===== config.mk =====
export PLATFORM = sky130hd
export DESIGN_NAME = websocket_frame_deframer_top
export DESIGN_NICKNAME = d
export VERILOG_FILES = /design/src/hw/rtl/dfr_pkg.sv /design/src/hw/rtl/websocket_frame_deframer_top.sv /design/src/hw/rtl/dfr_parser.sv /design/src/hw/rtl/dfr_out_buf.sv
export SDC_FILE = /design/constraint.sdc
export NUM_CORES = 1
export LEC_CHECK = 0
export BUFFER_PORTS_ARGS = -buffer_cell sky130_fd_sc_hd__buf_2
export CORE_ASPECT_RATIO = 1.1
export CORE_UTILIZATION = 24
export DETAILED_ROUTE_END_ITERATION = 12
export HOLD_SLACK_MARGIN = 0.15
export PLACE_DENSITY = 0.39
export SLEW_MARGIN = 20
export SYNTH_ARGS = -nofsm -noshare
export SYNTH_HDL_FRONTEND = slang
export SYNTH_SLANG_ARGS = --single-unit

===== constraint.sdc =====
create_clock -name clk -period 4.28 [get_ports clk]
set_clock_uncertainty 0.05 [all_clocks]
set_input_delay 0.856 -clock clk [delete_from_list [all_inputs] [get_ports clk]]
set_output_delay 0.856 -clock clk [all_outputs]
set_load 0.01 [all_outputs]

===== src/hw/rtl/dfr_pkg.sv =====
// Shared types and constants for the WebSocket frame deframer.
`default_nettype none
package dfr_pkg;

  localparam int unsigned COUNT_WIDTH = 24;
  localparam int unsigned LIMIT_W     = 24;
  localparam int unsigned CMP_W       = (COUNT_WIDTH > LIMIT_W) ? COUNT_WIDTH : LIMIT_W;
  localparam int unsigned HDR_W       = 4;

  localparam logic [LIMIT_W-1:0] LIMIT_RESET = 24'h100000;

  localparam logic [6:0] LEN_CODE_EXT16 = 7'd126;
  localparam logic [6:0] LEN_CODE_EXT64 = 7'd127;

  localparam logic [HDR_W-1:0] EXT16_BYTES    = 4'd2;
  localparam logic [HDR_W-1:0] EXT64_BYTES    = 4'd8;
  localparam logic [HDR_W-1:0] MASK_KEY_BYTES = 4'd4;

  localparam logic [3:0] OP_TEXT  = 4'h1;
  localparam logic [3:0] OP_CLOSE = 4'h8;
  localparam logic [3:0] OP_PING  = 4'h9;

  typedef enum logic [2:0] {
    PH_FIRST   = 3'd0,
    PH_SECOND  = 3'd1,
    PH_EXT     = 3'd2,
    PH_MASK    = 3'd3,
    PH_PAYLOAD = 3'd4
  } phase_t;

  typedef enum logic [2:0] {
    KIND_TEXT     = 3'd0,
    KIND_EMPTY    = 3'd1,
    KIND_PONG     = 3'd2,
    KIND_CLOSE    = 3'd3,
    KIND_OVERSIZE = 3'd4
  } kind_t;

  typedef struct packed {
    kind_t      kind;
    logic [7:0] data;
    logic       last;
  } result_t;

endpackage
`default_nettype wire


===== src/hw/rtl/websocket_frame_deframer_top.sv =====
// A result is written into the two-entry output buffer and is offered on out_tvalid from there.
// Throughput: one byte per cycle while the result side keeps taking results.
// in_tready is decoded from the registered occupancy of the two-entry output buffer.
// Reset (rst_n low, synchronous): parser awaits a first header byte, not halted,
// payload limit returns to 1048576, output buffer empties.
`default_nettype none
module websocket_frame_deframer_top (
  input  wire logic                        clk,
  input  wire logic                        rst_n,
  input  wire logic                        cfg_wr_en,
  input  wire logic [dfr_pkg::LIMIT_W-1:0] cfg_wr_data,  // max_payload_bytes
  input  wire logic                        in_tvalid,
  output      logic                        in_tready,
  input  wire logic [7:0]                  in_tdata,     // [7:0] rx_byte
  output      logic                        out_tvalid,
  input  wire logic                        out_tready,
  output      logic [7:0]                  out_tdata,    // [7:0] out_byte
  output      logic [2:0]                  out_tuser,    // [2:0] out_kind
  output      logic                        out_tlast     // last_of_message
);

  logic             in_accept;
  logic             res_valid;
  dfr_pkg::result_t res;
  dfr_pkg::result_t buf_data;

  assign in_accept = in_tvalid && in_tready;

  dfr_parser u_parser (
    .clk         (clk),
    .rst_n       (rst_n),
    .cfg_wr_en   (cfg_wr_en),
    .cfg_wr_data (cfg_wr_data),
    .byte_valid  (in_accept),
    .byte_data   (in_tdata),
    .res_valid   (res_valid),
    .res         (res)
  );

  dfr_out_buf u_out_buf (
    .clk       (clk),
    .rst_n     (rst_n),
    .push      (res_valid),
    .push_data (res),
    .space     (in_tready),
    .pop_valid (out_tvalid),
    .pop_ready (out_tready),
    .pop_data  (buf_data)
  );

  assign out_tdata = buf_data.data;
  assign out_tuser = buf_data.kind;
  assign out_tlast = buf_data.last;

  a_res_needs_accept: assert property (@(posedge clk) disable iff (!rst_n)
    res_valid |-> in_accept)
    else $error("result produced without an input transaction");

  a_empty_is_ready: assert property (@(posedge clk) disable iff (!rst_n)
    !out_tvalid |-> in_tready)
    else $error("empty output buffer stalls input");

  a_non_text_clean: assert property (@(posedge clk) disable iff (!rst_n)
    (out_tvalid && out_tuser != dfr_pkg::KIND_TEXT) |-> (!out_tlast && out_tdata == 8'h00))
    else $error("non-text result carries payload or last mark");

  a_halt_drains: assert property (@(posedge clk) disable iff (!rst_n)
    (out_tvalid && out_tready &&
     (out_tuser == dfr_pkg::KIND_CLOSE || out_tuser == dfr_pkg::KIND_OVERSIZE))
    |=> !out_tvalid)
    else $error("result follows a close or oversize report");

endmodule
`default_nettype wire


===== src/hw/rtl/dfr_parser.sv =====
// Frame header decoder and payload counter, one byte per cycle.
`default_nettype none
module dfr_parser (
  input  wire logic                          clk,
  input  wire logic                          rst_n,
  input  wire logic                          cfg_wr_en,
  input  wire logic [dfr_pkg::LIMIT_W-1:0]   cfg_wr_data,
  input  wire logic                          byte_valid,
  input  wire logic [7:0]                    byte_data,
  output      logic                          res_valid,
  output      dfr_pkg::result_t              res
);

  localparam int unsigned CntW = dfr_pkg::COUNT_WIDTH;
  localparam int unsigned CmpW = dfr_pkg::CMP_W;
  localparam int unsigned HdrW = dfr_pkg::HDR_W;

  dfr_pkg::phase_t                 phase_r, phase_nxt;
  logic [3:0]                      opcode_r, opcode_nxt;
  logic                            mask_r, mask_nxt;
  logic [HdrW-1:0]                 hdr_left_r, hdr_left_nxt;
  logic [CntW-1:0]                 acc_r, acc_nxt;
  logic                            acc_ovf_r, acc_ovf_nxt;
  logic [CntW-1:0]                 pl_left_r, pl_left_nxt;
  logic                            halted_r, halted_nxt;
  logic [dfr_pkg::LIMIT_W-1:0]     limit_r;

  logic                            step;
  logic [6:0]                      len7;
  logic [CntW+7:0]                 acc_wide;
  logic [CntW-1:0]                 ext_acc;
  logic                            ext_ovf;
  logic [HdrW-1:0]                 hdr_dec;
  logic                            hdr_done;
  logic [CntW-1:0]                 fin_len;
  logic                            fin_ovf;
  logic                            fin_mask;
  logic                            oversize;
  logic [CntW-1:0]                 pl_dec;
  logic                            pl_last;
  logic                            zero_valid;
  dfr_pkg::kind_t                  zero_kind;
  logic                            end_valid;
  dfr_pkg::kind_t                  end_kind;
  logic                            ext_short;

  assign step      = byte_valid && !halted_r;
  assign len7      = byte_data[6:0];
  assign ext_short = (len7 != dfr_pkg::LEN_CODE_EXT16) && (len7 != dfr_pkg::LEN_CODE_EXT64);
  assign acc_wide  = {acc_r, byte_data};
  assign ext_acc   = acc_wide[CntW-1:0];
  assign ext_ovf   = acc_ovf_r | (|acc_wide[CntW+7:CntW]);
  assign hdr_dec   = hdr_left_r - HdrW'(1);
  assign hdr_done  = (hdr_dec == '0);
  assign pl_dec    = pl_left_r - CntW'(1);
  assign pl_last   = (pl_dec == '0);

  assign fin_len   = (phase_r == dfr_pkg::PH_SECOND) ? CntW'(len7) : ext_acc;
  assign fin_ovf   = (phase_r == dfr_pkg::PH_SECOND) ? 1'b0 : ext_ovf;
  assign fin_mask  = (phase_r == dfr_pkg::PH_SECOND) ? byte_data[7] : mask_r;
  assign oversize  = fin_ovf || (CmpW'(fin_len) > CmpW'(limit_r));

  // Result of a frame that ends with its header, and of a frame's final byte.
  always_comb begin
    end_valid = 1'b0;
    end_kind  = dfr_pkg::KIND_PONG;
    case (opcode_r)
      dfr_pkg::OP_PING: begin
        end_valid = 1'b1;
        end_kind  = dfr_pkg::KIND_PONG;
      end
      dfr_pkg::OP_CLOSE: begin
        end_valid = 1'b1;
        end_kind  = dfr_pkg::KIND_CLOSE;
      end
      default: begin
        end_valid = 1'b0;
      end
    endcase
    if (opcode_r == dfr_pkg::OP_TEXT) begin
      zero_valid = 1'b1;
      zero_kind  = dfr_pkg::KIND_EMPTY;
    end else begin
      zero_valid = end_valid;
      zero_kind  = end_kind;
    end
  end

  always_comb begin
    phase_nxt    = phase_r;
    opcode_nxt   = opcode_r;
    mask_nxt     = mask_r;
    hdr_left_nxt = hdr_left_r;
    acc_nxt      = acc_r;
    acc_ovf_nxt  = acc_ovf_r;
    pl_left_nxt  = pl_left_r;
    halted_nxt   = halted_r;
    if (step) begin
      case (phase_r)
        dfr_pkg::PH_SECOND, dfr_pkg::PH_EXT: begin
          if (phase_r == dfr_pkg::PH_SECOND) begin
            mask_nxt    = byte_data[7];
            acc_nxt     = '0;
            acc_ovf_nxt = 1'b0;
            if (len7 == dfr_pkg::LEN_CODE_EXT16) begin
              hdr_left_nxt = dfr_pkg::EXT16_BYTES;
              phase_nxt    = dfr_pkg::PH_EXT;
            end else if (len7 == dfr_pkg::LEN_CODE_EXT64) begin
              hdr_left_nxt = dfr_pkg::EXT64_BYTES;
              phase_nxt    = dfr_pkg::PH_EXT;
            end
          end else begin
            acc_nxt      = ext_acc;
            acc_ovf_nxt  = ext_ovf;
            hdr_left_nxt = hdr_dec;
          end
          if ((phase_r == dfr_pkg::PH_SECOND && ext_short) ||
              (phase_r == dfr_pkg::PH_EXT && hdr_done)) begin
            if (oversize) begin
              halted_nxt = 1'b1;
              phase_nxt  = dfr_pkg::PH_FIRST;
            end else begin
              pl_left_nxt = fin_len;
              if (fin_mask) begin
                hdr_left_nxt = dfr_pkg::MASK_KEY_BYTES;
                phase_nxt    = dfr_pkg::PH_MASK;
              end else if (fin_len == '0) begin
                phase_nxt = dfr_pkg::PH_FIRST;
                if (opcode_r == dfr_pkg::OP_CLOSE) halted_nxt = 1'b1;
              end else begin
                phase_nxt = dfr_pkg::PH_PAYLOAD;
              end
            end
          end
        end
        dfr_pkg::PH_MASK: begin
          hdr_left_nxt = hdr_dec;
          if (hdr_done) begin
            if (pl_left_r == '0) begin
              phase_nxt = dfr_pkg::PH_FIRST;
              if (opcode_r == dfr_pkg::OP_CLOSE) halted_nxt = 1'b1;
            end else begin
              phase_nxt = dfr_pkg::PH_PAYLOAD;
            end
          end
        end
        dfr_pkg::PH_PAYLOAD: begin
          pl_left_nxt = pl_dec;
          if (pl_last) begin
            phase_nxt = dfr_pkg::PH_FIRST;
            if (opcode_r == dfr_pkg::OP_CLOSE) halted_nxt = 1'b1;
          end
        end
        default: begin
          opcode_nxt = byte_data[3:0];
          phase_nxt  = dfr_pkg::PH_SECOND;
        end
      endcase
    end
  end

  always_comb begin
    res_valid = 1'b0;
    res.kind  = dfr_pkg::KIND_TEXT;
    res.data  = 8'h00;
    res.last  = 1'b0;
    if (step) begin
      case (phase_r)
        dfr_pkg::PH_SECOND, dfr_pkg::PH_EXT: begin
          if ((phase_r == dfr_pkg::PH_SECOND && ext_short) ||
              (phase_r == dfr_pkg::PH_EXT && hdr_done)) begin
            if (oversize) begin
              res_valid = 1'b1;
              res.kind  = dfr_pkg::KIND_OVERSIZE;
            end else if (!fin_mask && fin_len == '0) begin
              res_valid = zero_valid;
              res.kind  = zero_kind;
            end
          end
        end
        dfr_pkg::PH_MASK: begin
          if (hdr_done && pl_left_r == '0) begin
            res_valid = zero_valid;
            res.kind  = zero_kind;
          end
        end
        dfr_pkg::PH_PAYLOAD: begin
          if (opcode_r == dfr_pkg::OP_TEXT) begin
            res_valid = 1'b1;
            res.kind  = dfr_pkg::KIND_TEXT;
            res.data  = byte_data;
            res.last  = pl_last;
          end else if (pl_last) begin
            res_valid = end_valid;
            res.kind  = end_kind;
          end
        end
        default: begin
          res_valid = 1'b0;
        end
      endcase
    end
  end

  always_ff @(posedge clk) begin
    if (!rst_n) begin
      phase_r    <= dfr_pkg::PH_FIRST;
      opcode_r   <= '0;
      mask_r     <= 1'b0;
      hdr_left_r <= '0;
      acc_r      <= '0;
      acc_ovf_r  <= 1'b0;
      pl_left_r  <= '0;
      halted_r   <= 1'b0;
      limit_r    <= dfr_pkg::LIMIT_RESET;
    end else begin
      phase_r    <= phase_nxt;
      opcode_r   <= opcode_nxt;
      mask_r     <= mask_nxt;
      hdr_left_r <= hdr_left_nxt;
      acc_r      <= acc_nxt;
      acc_ovf_r  <= acc_ovf_nxt;
      pl_left_r  <= pl_left_nxt;
      halted_r   <= halted_nxt;
      if (cfg_wr_en) limit_r <= cfg_wr_data;
    end
  end

endmodule
`default_nettype wire


===== src/hw/rtl/dfr_out_buf.sv =====
// Two-entry output buffer with registered ready toward the parser side.
`default_nettype none
module dfr_out_buf (
  input  wire logic             clk,
  input  wire logic             rst_n,
  input  wire logic             push,
  input  wire dfr_pkg::result_t push_data,
  output      logic             space,
  output      logic             pop_valid,
  input  wire logic             pop_ready,
  output      dfr_pkg::result_t pop_data
);

  dfr_pkg::result_t ent_r [2];
  logic             wr_ptr_r, wr_ptr_nxt;
  logic             rd_ptr_r, rd_ptr_nxt;
  logic [1:0]       count_r, count_nxt;
  logic             pop;

  assign pop       = pop_valid && pop_ready;
  assign pop_valid = (count_r != 2'd0);
  assign space     = (count_r != 2'd2);
  assign pop_data  = ent_r[rd_ptr_r];

  always_comb begin
    wr_ptr_nxt = push ? ~wr_ptr_r : wr_ptr_r;
    rd_ptr_nxt = pop ? ~rd_ptr_r : rd_ptr_r;
    count_nxt  = count_r;
    if (push && !pop) count_nxt = count_r + 2'd1;
    if (pop && !push) count_nxt = count_r - 2'd1;
  end

  always_ff @(posedge clk) begin
    if (push) ent_r[wr_ptr_r] <= push_data;
  end

  always_ff @(posedge clk) begin
    if (!rst_n) begin
      wr_ptr_r <= 1'b0;
      rd_ptr_r <= 1'b0;
      count_r  <= 2'd0;
    end else begin
      wr_ptr_r <= wr_ptr_nxt;
      rd_ptr_r <= rd_ptr_nxt;
      count_r  <= count_nxt;
    end
  end

endmodule
`default_nettype wire

---- After elaboration in Yosys (flattened, before gate mapping) ----
Memory sizes are Yosys's and may differ from the RTL's. A register that Yosys moved wholly into a read port is not among the register bits.
Index checks and enable logic that the tools add are counted.
storage, ports and cells
  flip-flop bits (word level) ............. 90
  bits in writable memories ............... 24
  input bits .............................. 37
  output and inout port bits .............. 14
  memories kept ........................... 1
  logic and storage cells ................. 140
memories
  name             words  bits a word  read ports  clocked after Yosys merged registers in  write ports  line               source
  u_out_buf.ent_r  2      12           1           1                                        1            dfr_out_buf.sv:14  dfr_pkg::result_t ent_r [2];
cells by class
  bitwise gates (word level) .............. 4
  magnitude comparators ................... 1
  add/sub/neg operators ................... 4
  reductions and logical operators ........ 35
  equality and inequality tests ........... 21
  mux-type cells .......................... 62
operators with widths
  cell                                                                     number
  24-bit 2-to-1 mux                                                        4
  24-bit zero test                                                         3
  24-bit one-hot mux with 2 select lines                                   1
  3-bit 2-to-1 mux                                                         12
  24-bit greater-than comparator                                           1
  1-bit 2-to-1 mux                                                         24
  4-bit 2-to-1 mux                                                         6
  24-bit by 1-bit subtractor with 24-bit output, second input constant     1
  9-bit 2-to-1 mux                                                         2
  3-bit one-hot mux with 3 select lines                                    2
  7-bit equality test, second input constant                               2
  2-bit 2-to-1 mux                                                         7
  7-bit inequality test, second input constant                             2
  12-bit 2-to-1 mux                                                        1
  1-bit logical AND                                                        10
  4-bit equality test, second input constant                               2
  2-bit by 1-bit inequality test with 1-bit output, second input constant  4
  4-bit one-hot mux with 2 select lines                                    1
  8-bit AND reduction                                                      1
  2-bit nonzero test                                                       4
  8-bit OR reduction                                                       1
  3-bit by 2-bit equality test with 1-bit output, second input constant    2
  3-bit by 1-bit inequality test with 1-bit output, second input constant  2
  1-bit one-hot mux with 3 select lines                                    2
  20 further kinds                                                         30

---- Logic depth before layout (Yosys ltp) ----
  depth after elaboration ................. 12
  gate-level depth with buffers ........... 16
  mapped depth without buffers ............ 14

---- Modules after synthesis ----
Synthesis repeated with hierarchy kept, for this count alone.
second synthesis, totals
  cells, all modules ...................... 780
  area total of the unflattened synthesis .. 6627.6 um2
by module, submodules not included
  module                        area each (um2)  cells each  instances  seq. area each (um2)
  dfr_parser                    5535.3           719         1          1721.7
  dfr_out_buf                   1086.0           60          1          820.8
  websocket_frame_deframer_top  6.3              1           1          0.0

---- Least setup slack after synthesis ----
No wires, ideal clock.
  path type ............................... reg2reg
  from .................................... register u_parser.phase_r[2]
  to ...................................... register u_out_buf.count_r[1]
  path slack .............................. 172 ps
  library setup time ...................... 70 ps
  period minus slack after synthesis ...... 4108 ps
  path buffers ............................ 2
  stages on the path, launching flop included .. 16
  data required time ...................... 4160 ps
  data arrival time ....................... 3988 ps
  cell sequence ........................... dfxtp_1 > clkbuf_1 > nor3b_1 > clkbuf_1 > nor2b_1 > ha_1 > a21o_1 > nand3_1 > a21oi_1 > or4_1 > o21bai_1 > o21ai_0 > o31ai_1 > ha_1 > or3_1 > a21oi_1
between the ends
  cells in the longest elaborated chain, start to end .. 12
  elaborated cells on any way between the ends .. 26
  classes of those cells .................. 1 x order compare; 4 x eq/ne; 9 x mux; 12 x reduce/logical
RTL lines
  item                                                                                    line               source
  start, declared                                                                         dfr_parser.sv:18   dfr_pkg::phase_t phase_r, phase_nxt;
  start signal, assigned                                                                  dfr_parser.sv:207  phase_r <= dfr_pkg::PH_FIRST;
  start signal, assigned                                                                  dfr_parser.sv:217  phase_r <= phase_nxt;
  3-bit by 1-bit equality test with 1-bit output (*)                                      dfr_parser.sv:58   assign fin_len = (phase_r == dfr_pkg::PH_SECOND) ? CntW'(len7) : ext_acc;
  24-bit 2-to-1 mux (*)                                                                   dfr_parser.sv:58
  via u_parser.fin_len[17]                                                                dfr_parser.sv:35   logic [CntW-1:0] fin_len;
  parallel branches: the longest is 3 deep, another holds 24-bit greater-than comparator  -
  1-bit 2-to-1 mux (*)                                                                    dfr_parser.sv:172  if (oversize) begin
  1-bit 2-to-1 mux (*)                                                                    dfr_parser.sv:170  if ((phase_r == dfr_pkg::PH_SECOND && ext_short) ||
  1-bit one-hot mux with 3 select lines (*)                                               dfr_parser.sv:168  case (phase_r)
  1-bit 2-to-1 mux (*)                                                                    dfr_parser.sv:167  if (step) begin
  1-bit zero test                                                                         dfr_out_buf.sv:30  if (pop && !push) count_nxt = count_r - 2'd1;
  1-bit logical AND                                                                       dfr_out_buf.sv:30
  2-bit 2-to-1 mux / 2-bit nonzero test (equally long branches)                           -
  end signal, assigned                                                                    dfr_out_buf.sv:45  count_r <= count_nxt;
  end, declared                                                                           dfr_out_buf.sv:17  logic [1:0] count_r, count_nxt;
Mark *: on every way through the listed nets, which the timed path passes.
A chain may end at the register's enable or synchronous reset.

---- Worst setup path after layout ----
Ends and elaborated chain as after synthesis.

==> impl_metrics.json <==
{
  "synthCells": 814,
  "yosysSeqAreaShare_pct": 37.2,
  "nets": 933,
  "drive_gt1_share_pct": 19.2,
  "grt_use_met1_pct": 20.8,
  "die_width_um": 163,
  "synth.top_cell.area_share_pct": 26.7,
  "pin_count": 51,
  "leakagePower_nw": 3.10,
  "cts.htree.levels": 4,
  "clkSinkCount": 115,
  "placement.io_buffers": 50,
  "synth_nets": 880,
  "drc_errors": 0,
  "met3_usage_pct": 2.75,
  "yosysTopAreaCell": "dfxtp_1",
  "setup_viol": 0,
  "fmax_mhz": 247,
  "cts_tree": "built",
  "hp-class": "reg2reg",
  "final_cell_area_mm2": 0.00817,
  "rsz0062_at_grt": "no",
  "use_met2_pct": 25.5,
  "syn_area_per_cell_um2": 8.40,
  "num-fill-cells": 3044,
  "synth_flop_cell": "dfxtp_1",
  "place_area_mm2": 0.00757,
  "whs_path_depth": 1,
  "grt_pass1_wl_um": 34800,
  "fin_crit_ns": 4.05,
  "wl_per_cell_um": 17.4,
  "peakVddDrop_mv": 0.250,
  "status": "complete, no violations",
  "antennaDiodeCount": 0,
  "path_class": "reg2reg",
  "finalHoldViolations": 0,
  "syn-cell-area_mm2": 0.00683,
  "grt.overflow.total": 0,
  "rr_worst_depth": 15,
  "vias": 6067,
  "cp_slowest_cell": "or4_1",
  "yosys_warnings": 0,
  "power_density_mw_per_mm2": 542,
  "rows": 64,
  "critPathMaxFanout": 19,
  "dr.pass1.iters": 4,
  "start_util_pct": 24.5,
  "grt_usage_pct": 15.6,
  "worst_pin_slew_ns": 1.04,
  "whs_ns": 0.434,
  "dieArea_mm2": 0.0292,
  "via_per_inst": 4.88,
  "dp_hpwl_um": 15400,
  "netlist_top_cells_count": "120 x nor2_1, 91 x dfxtp_1, 60 x a21oi_1",
  "cp-end-kind": "register",
  "cp.required_ns": 4.57,
  "max_cap_viol_count": 0,
  "instances_no_fill": 1243,
  "antenna_found_initial": 0,
  "crit_chain": "nor3b_2, buf_12, nor2b_1, ha_1, a21o_1, a21oi_1, nor2b_1, or4_1, o21bai_2, o21ai_0, o31ai_2, buf_4, ha_1, or3_1, a21oi_1",
  "cts_buffer_depth": 2,
  "postCtsSetupBuffers": 0,
  "synth_edf_count": 24,
  "synth.most_common_cell": "nor2_1",
  "grt_pass1_vias": 6143,
  "p_total_mw": 4.43,
  "async_flop_share_pct": 0,
  "worstPathArrival_ns": 4.34,
  "postRouteWirelength_um": 21600,
  "report.final.slew_viol_count": 0,
  "setup-tns-final_ns": 0,
  "gp_congestion": 0.826,
  "critPathBufInv": 2,
  "clk_latency_ns": 0.42,
  "numCtsBuffers": 17,
  "yosys-top-cells-area": "dfxtp_1 27%, edfxtp_1 11%, nor2_1 6.6%",
  "gr-max-usage-layer": "met2",
  "synth_cell_types": 78,
  "grt_start_max_net_pins": 65,
  "critPathTopFamily": "compound AO/OA/AOI/OAI gates",
  "synth-seq-cells": 115,
  "slew_headroom_pct": 30.8,
  "cp.depth": 15,
  "dieHeight_um": 179,
  "critPathMaxStageDelay_ns": 0.55,
  "drtAntennaViolNets": 0,
  "cp-start-kind": "register",
  "drtIter0Drc": 370,
  "syn_to_final_growth_pct": 19.6,
  "placed_cells": 1211,
  "clockRootBuffer": "clkbuf_16",
  "min_period_over_period_pct": 94.5,
  "path_clk_slew_ns": 0.06,
  "coreArea_mm2": 0.0279
}
what timing repair did:
item	4_1_cts	5_1_grt
setup endpoints to repair	0	13
hold buffers	0	0
gates resized for setup	0	3
per-stage QoR:
step                setup slack, ns  utilization (%)
finish                        0.234             29.3
global route                 0.0240             29.3
CTS                          0.0896             29.3
detailed placement            0.107             27.2
global placement              0.210             27.2
floorplan                     0.172                -
area by class of cell:
| type | instances | area [um^2] | area share (%) |
|---|---|---|---|
| multi-input combinational | 607 | 3890 | 47.6 |
| sequential | 115 | 2540 | 31.1 |
| timing repair buffer | 88 | 561 | 6.86 |
| tap | 363 | 454 | 5.56 |
| clock buffer | 18 | 429 | 5.25 |
| clock inverter | 14 | 156 | 1.91 |
| inverter | 38 | 143 | 1.74 |
path summary, 6_finish.rpt:
check | to | from | slack (ns)
worst min register to register | u_parser.halted_r$_SDFFE_PN0P_ | u_parser.halted_r$_SDFFE_PN0P_ | 0.43
worst max register to register | u_out_buf.count_r[1]$_SDFFE_PN0P_ | u_parser.phase_r[2]$_SDFFE_PN0P_ | 0.23
worst min-delay path | u_parser.halted_r$_SDFFE_PN0P_ | u_parser.halted_r$_SDFFE_PN0P_ | 0.43
worst max-delay path | u_out_buf.count_r[1]$_SDFFE_PN0P_ | u_parser.phase_r[2]$_SDFFE_PN0P_ | 0.23
placed cells by master (no fill, tap or decap), types with 4 or more instances in the layout:
cell,Yosys,routed
o31ai_1,5,4
or4_1,5,5
nand3b_1,4,4
nand4_1,11,11
nor3_1,24,23
edfxtp_1,24,24
nand3_1,24,24
nor2b_1,21,21
ha_1,29,29
a31oi_1,10,10
and2_1,13,13
buf_4,2,36
nor2_1,120,118
dfxtp_1,91,91
clkinv_4,0,4
buf_2,1,50
a21o_1,10,10
o21ai_0,41,41
or3_1,7,7
nand2b_1,5,5
mux2i_1,30,30
a21oi_1,60,60
a22oi_1,26,26
inv_1,38,37
clkbuf_16,0,17
a211oi_1,5,5
nor4_1,15,15
nand2_1,44,43
or2_2,13,13
mux2_2,12,12
xnor2_1,7,7
routing by layer:
layer / vias up / wire length (um)
li1: 3048 / -
met1: 2878 / 10500
met3: 23 / 702
met5: - / 0
met2: 118 / 10100
met4: 0 / 319
flip-flops by register name (all words and copies together) (netlist names), named ones only:
name	flops
u_parser.limit_r	24
u_parser.mask_r	1
u_parser.hdr_left_r	4
u_out_buf.rd_ptr_r	1
u_parser.phase_r	3
u_parser.acc_r	24
u_parser.acc_ovf_r	1
u_parser.opcode_r	4
u_out_buf.wr_ptr_r	1
u_parser.pl_left_r	24
u_parser.halted_r	1
u_out_buf.ent_r	24
u_out_buf.count_r	2
cells by family (layout without fill, tap and decap cells):
group                      Yosys count  after routing  share of synthesized area [%]
adders and majority gates           29             29                           5.31
AOI/OAI and AO/OA                  194            194                           18.5
muxes                               42             42                           6.37
xor gates and xnor gates             9              9                           1.15
buffers and inverters               92            158                           6.28
and+or+nand+nor                    333            333                           25.2
DFF                                115            115                           37.2
where the power goes:
group	total, mW	leakage (nW)	switching [mW]	internal, mW
sequential	1.26	0.913	0.0803	1.18
clock	1.45	0.279	0.586	0.865
combinational	1.71	1.91	1.07	0.641
No activity file was read; power rests on OpenSTA's default activity.
